==> src/hdl/ssi_pkg.sv <==
// Shared types, constants and phase logic for the stepper sector indexer.
`default_nettype none
package ssi_pkg;

   // Configuration of the block
   localparam int MOTOR_COUNT = 4;
   localparam int COUNT_BITS  = 16;

   // Motor limit wide enough for any motor count in range
   localparam int MOTOR_LIMIT_BITS = 5;
   localparam logic [MOTOR_LIMIT_BITS-1:0] MOTOR_LIMIT = MOTOR_LIMIT_BITS'(MOTOR_COUNT);

   // Fixed field widths
   localparam int MOTOR_BITS   = 2;
   localparam int FIELD_COUNT_BITS = 16;
   localparam int SPEED_BITS   = 8;
   localparam int SENSOR_BITS  = 4;
   localparam int BACKOFF_BITS = 8;
   localparam logic [BACKOFF_BITS-1:0] BACKOFF_RESET = 8'd8;

   // Item kinds
   localparam logic KIND_COMMAND = 1'b0;
   localparam logic KIND_TICK    = 1'b1;

   // Sequencer phases
   localparam int PHASE_BITS = 4;
   localparam logic [PHASE_BITS-1:0] PH_IDLE       = 4'd0;
   localparam logic [PHASE_BITS-1:0] PH_STEP       = 4'd1;
   localparam logic [PHASE_BITS-1:0] PH_SEEK_START = 4'd2;
   localparam logic [PHASE_BITS-1:0] PH_SEEK_FREE  = 4'd3;
   localparam logic [PHASE_BITS-1:0] PH_SEC_ECL    = 4'd4;
   localparam logic [PHASE_BITS-1:0] PH_SEC_FREE   = 4'd5;
   localparam logic [PHASE_BITS-1:0] PH_BACKOFF    = 4'd6;

   typedef logic [COUNT_BITS-1:0]   count_type;
   typedef logic [BACKOFF_BITS-1:0] backoff_type;
   typedef logic [PHASE_BITS-1:0]   phase_type;

   // One input item as held in the input register
   typedef struct packed {
      logic                        kind;
      logic [MOTOR_BITS-1:0]       motor_index;
      logic                        turn_direction;
      logic                        sector_mode;
      logic [FIELD_COUNT_BITS-1:0] count;
      logic [SPEED_BITS-1:0]       step_rate;
      logic [SENSOR_BITS-1:0]      sensor_levels;
   } item_type;

   // One result item
   typedef struct packed {
      logic                  step_pulse;
      logic [MOTOR_BITS-1:0] step_motor_index;
      logic                  step_direction;
      logic [SPEED_BITS-1:0] step_speed;
      logic                  finished;
   } result_type;

   // Resolve phases that need no sensor reading
   function automatic phase_type settle(phase_type ph, count_type rem, backoff_type bo);
      phase_type p;
      p = ph;
      if (p == PH_SEC_ECL && rem == '0) p = PH_BACKOFF;
      if (p == PH_BACKOFF && bo == '0) p = PH_IDLE;
      if (p == PH_STEP && rem == '0) p = PH_IDLE;
      return p;
   endfunction

endpackage
`default_nettype wire

==> src/hdl/ssi_in_reg.sv <==
// Input register: holds one accepted request item until the sequencer takes it.
`default_nettype none
module ssi_in_reg (
   input  wire logic              clock,
   input  wire logic              reset,
   input  wire logic              req_valid,
   output logic                   req_ready,
   input  wire ssi_pkg::item_type req_item,
   input  wire logic              take,
   output logic                   item_valid,
   output ssi_pkg::item_type      item
);
   import ssi_pkg::*;

   logic     valid_ff, valid_in;
   item_type item_ff;

   // Accept whenever the slot is empty or drains this cycle
   assign req_ready = !valid_ff || take;

   always_comb begin
      valid_in = valid_ff;
      if (take) valid_in = 1'b0;
      if (req_valid && req_ready) valid_in = 1'b1;
   end

   always_ff @(posedge clock) begin
      if (reset) begin
         valid_ff <= 1'b0;
      end else begin
         valid_ff <= valid_in;
      end
   end

   // Capture the item payload
   always_ff @(posedge clock) begin
      if (req_valid && req_ready) begin
         item_ff <= req_item;
      end
   end

   assign item_valid = valid_ff;
   assign item       = item_ff;
endmodule
`default_nettype wire

==> src/hdl/ssi_seq.sv <==
// Rotation sequencer: phase state, counters and the step decision per item.
`default_nettype none
module ssi_seq (
   input  wire logic                 clock,
   input  wire logic                 reset,
   input  wire logic                 go,
   input  wire ssi_pkg::item_type    item,
   input  wire ssi_pkg::backoff_type backoff_steps,
   output logic                      emit,
   output ssi_pkg::result_type       result
);
   import ssi_pkg::*;

   phase_type             phase_ff, phase_in;
   logic [MOTOR_BITS-1:0] motor_ff, motor_in;
   logic                  dir_ff, dir_in;
   logic [SPEED_BITS-1:0] speed_ff, speed_in;
   count_type             remaining_ff, remaining_in;
   backoff_type           backoff_left_ff, backoff_left_in;

   logic      is_free;
   logic      step_dir;
   phase_type eff_phase;
   phase_type next_phase;
   count_type rem_next;
   backoff_type bo_next;

   // Sensor of the active motor
   assign is_free = item.sensor_levels[motor_ff];

   // Lead-in skipped when the sensor already reads eclipsed
   assign eff_phase = (phase_ff == PH_SEEK_START && !is_free)
                      ? settle(PH_SEC_ECL, remaining_ff, backoff_left_ff) : phase_ff;

   // Decide the step of a tick
   always_comb begin
      emit       = 1'b1;
      step_dir   = dir_ff;
      next_phase = eff_phase;
      rem_next   = remaining_ff;
      bo_next    = backoff_left_ff;
      unique case (eff_phase)
         PH_STEP: begin
            rem_next = remaining_ff - 1'b1;
         end
         PH_SEEK_START: begin
            next_phase = PH_SEEK_FREE;
         end
         PH_SEEK_FREE: begin
            if (!is_free) next_phase = PH_SEC_ECL;
         end
         PH_SEC_ECL: begin
            if (is_free) next_phase = PH_SEC_FREE;
         end
         PH_SEC_FREE: begin
            if (!is_free) begin
               rem_next   = remaining_ff - 1'b1;
               next_phase = PH_SEC_ECL;
            end
         end
         PH_BACKOFF: begin
            bo_next  = backoff_left_ff - 1'b1;
            step_dir = !dir_ff;
         end
         default: begin
            emit       = 1'b0;
            next_phase = PH_IDLE;
         end
      endcase
      if (emit) next_phase = settle(next_phase, rem_next, bo_next);
   end

   // Update state for the item being taken
   always_comb begin
      phase_in        = phase_ff;
      motor_in        = motor_ff;
      dir_in          = dir_ff;
      speed_in        = speed_ff;
      remaining_in    = remaining_ff;
      backoff_left_in = backoff_left_ff;
      if (go) begin
         if (item.kind == KIND_COMMAND) begin
            if (phase_ff == PH_IDLE && {3'd0, item.motor_index} < MOTOR_LIMIT) begin
               motor_in        = item.motor_index;
               dir_in          = item.turn_direction;
               speed_in        = item.step_rate;
               remaining_in    = count_type'(item.count);
               backoff_left_in = backoff_steps;
               phase_in        = settle(item.sector_mode ? PH_SEEK_START : PH_STEP,
                                        count_type'(item.count), backoff_steps);
            end
         end else if (phase_ff != PH_IDLE) begin
            phase_in        = next_phase;
            remaining_in    = rem_next;
            backoff_left_in = bo_next;
         end
      end
   end

   always_ff @(posedge clock) begin
      if (reset) begin
         phase_ff        <= PH_IDLE;
         motor_ff        <= '0;
         dir_ff          <= 1'b0;
         speed_ff        <= '0;
         remaining_ff    <= '0;
         backoff_left_ff <= '0;
      end else begin
         phase_ff        <= phase_in;
         motor_ff        <= motor_in;
         dir_ff          <= dir_in;
         speed_ff        <= speed_in;
         remaining_ff    <= remaining_in;
         backoff_left_ff <= backoff_left_in;
      end
   end

   // Result of a tick that issues a step
   always_comb begin
      result.step_pulse       = 1'b1;
      result.step_motor_index = motor_ff;
      result.step_direction   = step_dir;
      result.step_speed       = speed_ff;
      result.finished         = (next_phase == PH_IDLE);
   end
endmodule
`default_nettype wire

==> src/hdl/stepper_sector_indexer.sv <==
// Top level of the stepper sector indexer: ports, backoff register, result register.
//
// Request channel (req_*): command items (kind 0) start a rotation of one motor,
// tick items (kind 1) carry the four slot sensor levels and may issue one step.
// Result channel (rsp_*): one item per tick that issues a step, carrying motor,
// direction (inverted during backoff), speed and a finished flag on the last step.
// Commands, idle ticks and ticks that issue no step give no result item.
// CSR channel (csr_*): writes backoff_steps; it is latched when a command starts.
// Write it only while no rotation is running. csr_ready is always high.
//
// A result passes through two registers: the input register captures its request
// when it is accepted, and the result register loads once it is free. Throughput:
// one item per cycle while the receiver does not stall, as the phase decision and
// counter update fit between the two registers.
// A stalled receiver holds the result register; the input register still takes
// one more item, then req_ready drops until the result is taken.
// Reset: synchronous, active high; the block is idle, backoff_steps is 8.
`default_nettype none
module stepper_sector_indexer (
   input  wire logic        clock,
   input  wire logic        reset,
   input  wire logic        req_valid,
   output logic             req_ready,
   input  wire logic        req_kind,
   input  wire logic [1:0]  req_motor_index,
   input  wire logic        req_turn_direction,
   input  wire logic        req_sector_mode,
   input  wire logic [15:0] req_count,
   input  wire logic [7:0]  req_step_rate,
   input  wire logic [3:0]  req_sensor_levels,
   output logic             rsp_valid,
   input  wire logic        rsp_ready,
   output logic             rsp_step_pulse,
   output logic [1:0]       rsp_step_motor_index,
   output logic             rsp_step_direction,
   output logic [7:0]       rsp_step_speed,
   output logic             rsp_finished,
   input  wire logic        csr_valid,
   output logic             csr_ready,
   input  wire logic [7:0]  csr_backoff_steps
);
   import ssi_pkg::*;

   item_type    req_item;
   item_type    item;
   logic        item_valid;
   logic        take;
   logic        out_free;
   logic        emit;
   result_type  result;
   backoff_type backoff_ff;
   logic        rsp_valid_ff, rsp_valid_in;
   result_type  rsp_ff;

   assign req_item.kind           = req_kind;
   assign req_item.motor_index    = req_motor_index;
   assign req_item.turn_direction = req_turn_direction;
   assign req_item.sector_mode    = req_sector_mode;
   assign req_item.count          = req_count;
   assign req_item.step_rate      = req_step_rate;
   assign req_item.sensor_levels  = req_sensor_levels;

   // Advance an item when the result register can take a new value
   assign out_free = !rsp_valid_ff || rsp_ready;
   assign take     = item_valid && out_free;

   ssi_in_reg u_in_reg (
      .clock      (clock),
      .reset      (reset),
      .req_valid  (req_valid),
      .req_ready  (req_ready),
      .req_item   (req_item),
      .take       (take),
      .item_valid (item_valid),
      .item       (item)
   );

   ssi_seq u_seq (
      .clock         (clock),
      .reset         (reset),
      .go            (take),
      .item          (item),
      .backoff_steps (backoff_ff),
      .emit          (emit),
      .result        (result)
   );

   // Backoff register
   assign csr_ready = 1'b1;
   always_ff @(posedge clock) begin
      if (reset) begin
         backoff_ff <= BACKOFF_RESET;
      end else if (csr_valid) begin
         backoff_ff <= csr_backoff_steps;
      end
   end

   // Result register: load on a step, drop when taken
   always_comb begin
      rsp_valid_in = rsp_valid_ff;
      if (rsp_ready) rsp_valid_in = 1'b0;
      if (take && item.kind == KIND_TICK && emit) rsp_valid_in = 1'b1;
   end

   always_ff @(posedge clock) begin
      if (reset) begin
         rsp_valid_ff <= 1'b0;
      end else begin
         rsp_valid_ff <= rsp_valid_in;
      end
   end

   always_ff @(posedge clock) begin
      if (take && emit) begin
         rsp_ff <= result;
      end
   end

   assign rsp_valid            = rsp_valid_ff;
   assign rsp_step_pulse       = rsp_ff.step_pulse;
   assign rsp_step_motor_index = rsp_ff.step_motor_index;
   assign rsp_step_direction   = rsp_ff.step_direction;
   assign rsp_step_speed       = rsp_ff.step_speed;
   assign rsp_finished         = rsp_ff.finished;
endmodule
`default_nettype wire

==> config.mk <==
export PLATFORM = sky130hd
export DESIGN_NAME = stepper_sector_indexer
export DESIGN_NICKNAME = d
export VERILOG_FILES = /design/src/hdl/ssi_pkg.sv /design/src/hdl/ssi_in_reg.sv /design/src/hdl/ssi_seq.sv /design/src/hdl/stepper_sector_indexer.sv
export SDC_FILE = /design/constraint.sdc
export NUM_CORES = 1
export LEC_CHECK = 0
export ABC_AREA = 1
export BUFFER_PORTS_ARGS = -buffer_cell sky130_fd_sc_hd__buf_4
export CORE_MARGIN = 1.5
export CORE_UTILIZATION = 45
export CTS_CLUSTER_SIZE = 14
export DETAILED_ROUTE_END_ITERATION = 6
export PLACE_DENSITY_LB_ADDON = 0.25
export SYNTH_ARGS = -nofsm -noshare
export SYNTH_HDL_FRONTEND = slang
export SYNTH_HIERARCHICAL = 1
export SYNTH_SLANG_ARGS = --single-unit
==> constraint.sdc <==
create_clock -name clock -period 5.2 [get_ports clock]
set_clock_uncertainty 0.2 [all_clocks]
set_input_delay 1.3 -clock clock [delete_from_list [all_inputs] [get_ports clock]]
set_output_delay 1.3 -clock clock [all_outputs]
set_load 0.005 [all_outputs]
==> impl_metrics.toml <==
[worst_setup_path]
startpoint = "rsp_ready"
path_max_fanout = 3
crit_end = "req_ready"
worst_ep_required_time_ns = 3.70
cp_data_arrival_time_ns = 2.03
r2r-start = "u_seq/backoff_left_ff[0]$_SDFFE_PP0P_"
r2r_slack_ns = 1.86
reg2regPathDepth = 13
crit_type = "input pin to output port"
critPathLaunchType = "input pin"
worstSetupEndpointType = "output port"
worstReg2RegEnd = "rsp_step_motor_index[0]$_DFFE_PP_"

[floorplan]
die_w_um = 107
core_um2 = 10500
rows = 37
ios = 62
die-area_um2 = 11500
die_h_um = 107
start_util_pct = 46.9

[cts]
htree_levels = 3
cts.sinks = 95
cts-root-buf = "clkbuf_8"
clockBufferDepth = 2
insertion_delay_ns = 0.36
hold_buffers = 0
cts_resized = 0
numCtsBuffers = 9
cts_tree = "built"
clkTransAtPathRegs_ns = 0.10
postCtsSetupRepairBufs = 0

[yosys]
ys_seq_elements = 95
syn_area_um2 = 4910
synth_top_area_share_pct = 28.1
async_reset_ff_share_pct = 0
ys.flop_type = "dfxtp_1"
yosysUniqueCellTypes = 42
yosysTopAreaCell = "edfxtp_1"
syn_nets = 636
ys_seq_area_share_pct = 48.1
netlist_top_cells_area = "edfxtp_1 (28%), dfxtp_1 (20%), nand2_1 (8.9%), nor2_1 (7.0%), inv_1 (4.3%)"
synth-edff-count = 46
syn_inst = 588
yosysWarningCount = 6
synth_area_per_cell_um2 = 8.35

[place]
place_ws_ns = 1.58
placed_cells = 765
gp_congestion = 0.895
hpwl_um = 8210
port_buffers = 60

[route]
ant_nets = 0
first_pass_iters = 5
wl_um = 11200
drc = 0
viasPerCell = 5.20
drt_iter0_markers = 317
vias = 4063
wl_per_cell_um = 14.4

[grt]
grt_use_total_pct = 20.6
grt_pass1_vias = 3730
grt-ovfl-total = 0
grt.met2_usage_pct = 30.5
grt_pass1_wl_um = 18200
grt_use_met3_pct = 3.75
grt_max_degree = 48
grt_use_met1_pct = 29.6
gr-max-usage-layer = "met2"
grt_antenna_before_repair = 0

[sta]
min_period_ns = 3.53
holdWs_ns = 0.233
setup_viol = 0
slew_violations = 0
final.setup.worst_slack_ns = 1.67
rsz0062_at_grt = "false"
fin_setup_tns_ns = 0
final-hold-violation-count = 0
worstMarginPinSlew_ns = 1.08
relSlewSlack_pct = 28.0
max_freq_mhz = 284
min_period_over_period_pct = 67.8

[cells_and_area]
final_cells = 781
syn_to_final_growth_pct = 14.3
nets = 688
nFillCells = 964
drive_gt1_share_pct = 20.9
final_common_cell = "nand2_1"
diodes = 0
final_cell_mix = "nand2_1 (117), nor2_1 (91), buf_4 (62)"

[pwr]
peakVddDrop_mv = 0.216
fin_total_pwr_mw = 1.79
p_leak_nw = 2.38
p_per_area_nw_per_um2 = 320

[hold_path]
min_path_type = "flop to flop"

[job]
maxCapViolations = 0

[status]
status = "complete, no violations"
-- registers in the layout, summed over array words and instances, names as in the netlist, 4 cells and up --
signal / cells
u_seq/speed_ff: 8
u_seq/phase_ff: 4
u_in_reg/item: 33
u_seq/backoff_left_ff: 8
u_seq/remaining_ff: 16
rsp_step_speed: 8
backoff_ff: 8
-- synthesized netlist by cell type (4+ instances only) --
master / number
nor2_4: 7
nand3_2: 6
nor4_1: 4
a21oi_1: 36
o211ai_1: 4
edfxtp_1: 46
inv_1: 56
dfxtp_1: 49
nand3_1: 27
a221oi_1: 13
nand2_1: 117
nand2_2: 13
nor2_2: 8
a21oi_2: 5
nand2_4: 6
inv_2: 7
nor2_1: 91
xor2_1: 11
buf_6: 4
clkbuf_8: 6
o21ai_0: 30
clkbuf_1: 5
-- worst max-delay path, cell delays in order --
cell and delay, ns:
buf_4 0.11, o21ai_0 0.21, inv_1 0.11, inv_2 0.09, nand2_2 0.06, buf_4 0.14
-- per-layer routing --
layer	vias up	wire length (um)	part of all wire (%)
li1	2047	-	-
met1	1878	5470	49
met2	123	4980	44
met3	15	557	5.0
met4	0	221	2.0
met5	-	0	0
-- layout make-up --
type / count / area, um2 / share of cell area (%)
timing repair buffer: 62 / 465 / 8.30
tap: 136 / 170 / 3.03
sequential: 95 / 2360 / 42.1
multi-input combinational: 408 / 2130 / 38.0
clock buffer: 9 / 124 / 2.21
inverter: 64 / 240 / 4.28
clock inverter: 7 / 119 / 2.12
-- metrics by stage --
stage	instance area, um2	util [%]
4_1_cts	5610	53.6
5_1_grt	5610	53.6
3_5_place_dp	5370	51.3
6_report	5610	53.6
3_3_place_gp	5370	51.3
2_1_floorplan	4910	-
-- how the worst min path moves through the flow --
stage / from / to / cells after the start
6_report: u_seq/speed_ff[6]$_SDFFE_PP0P_ / rsp_step_speed[6]$_DFFE_PP_ / 0
2_1_floorplan: u_seq/speed_ff[0]$_SDFFE_PP0P_ / rsp_step_speed[0]$_DFFE_PP_ / 0
3_3_place_gp: u_seq/speed_ff[0]$_SDFFE_PP0P_ / rsp_step_speed[0]$_DFFE_PP_ / 0
3_5_place_dp: u_seq/speed_ff[7]$_SDFFE_PP0P_ / rsp_step_speed[7]$_DFFE_PP_ / 0
5_1_grt: u_seq/speed_ff[6]$_SDFFE_PP0P_ / rsp_step_speed[6]$_DFFE_PP_ / 0
4_1_cts: u_seq/speed_ff[6]$_SDFFE_PP0P_ / rsp_step_speed[6]$_DFFE_PP_ / 0
-- power by group --
group / internal, mW / leakage, nW / total (mW) / switching (mW)
registers: 0.833 / 0.833 / 0.865 / 0.0320
logic: 0.125 / 1.43 / 0.346 / 0.220
clock network: 0.320 / 0.117 / 0.583 / 0.263
total: 1.28 / 2.38 / 1.79 / 0.515
-- kinds of logic after synthesis --
kind of cell               synth area share, %
AOI/OAI and AO/OA                         12.8
xor gates and xnor gates                  2.14
adders and majority gates                0.510
buffers and inverters                     8.72
DFF                                       48.1
other                                    0.153
and+or+nand+nor                           27.5
Power figures use the tool's default switching activity.
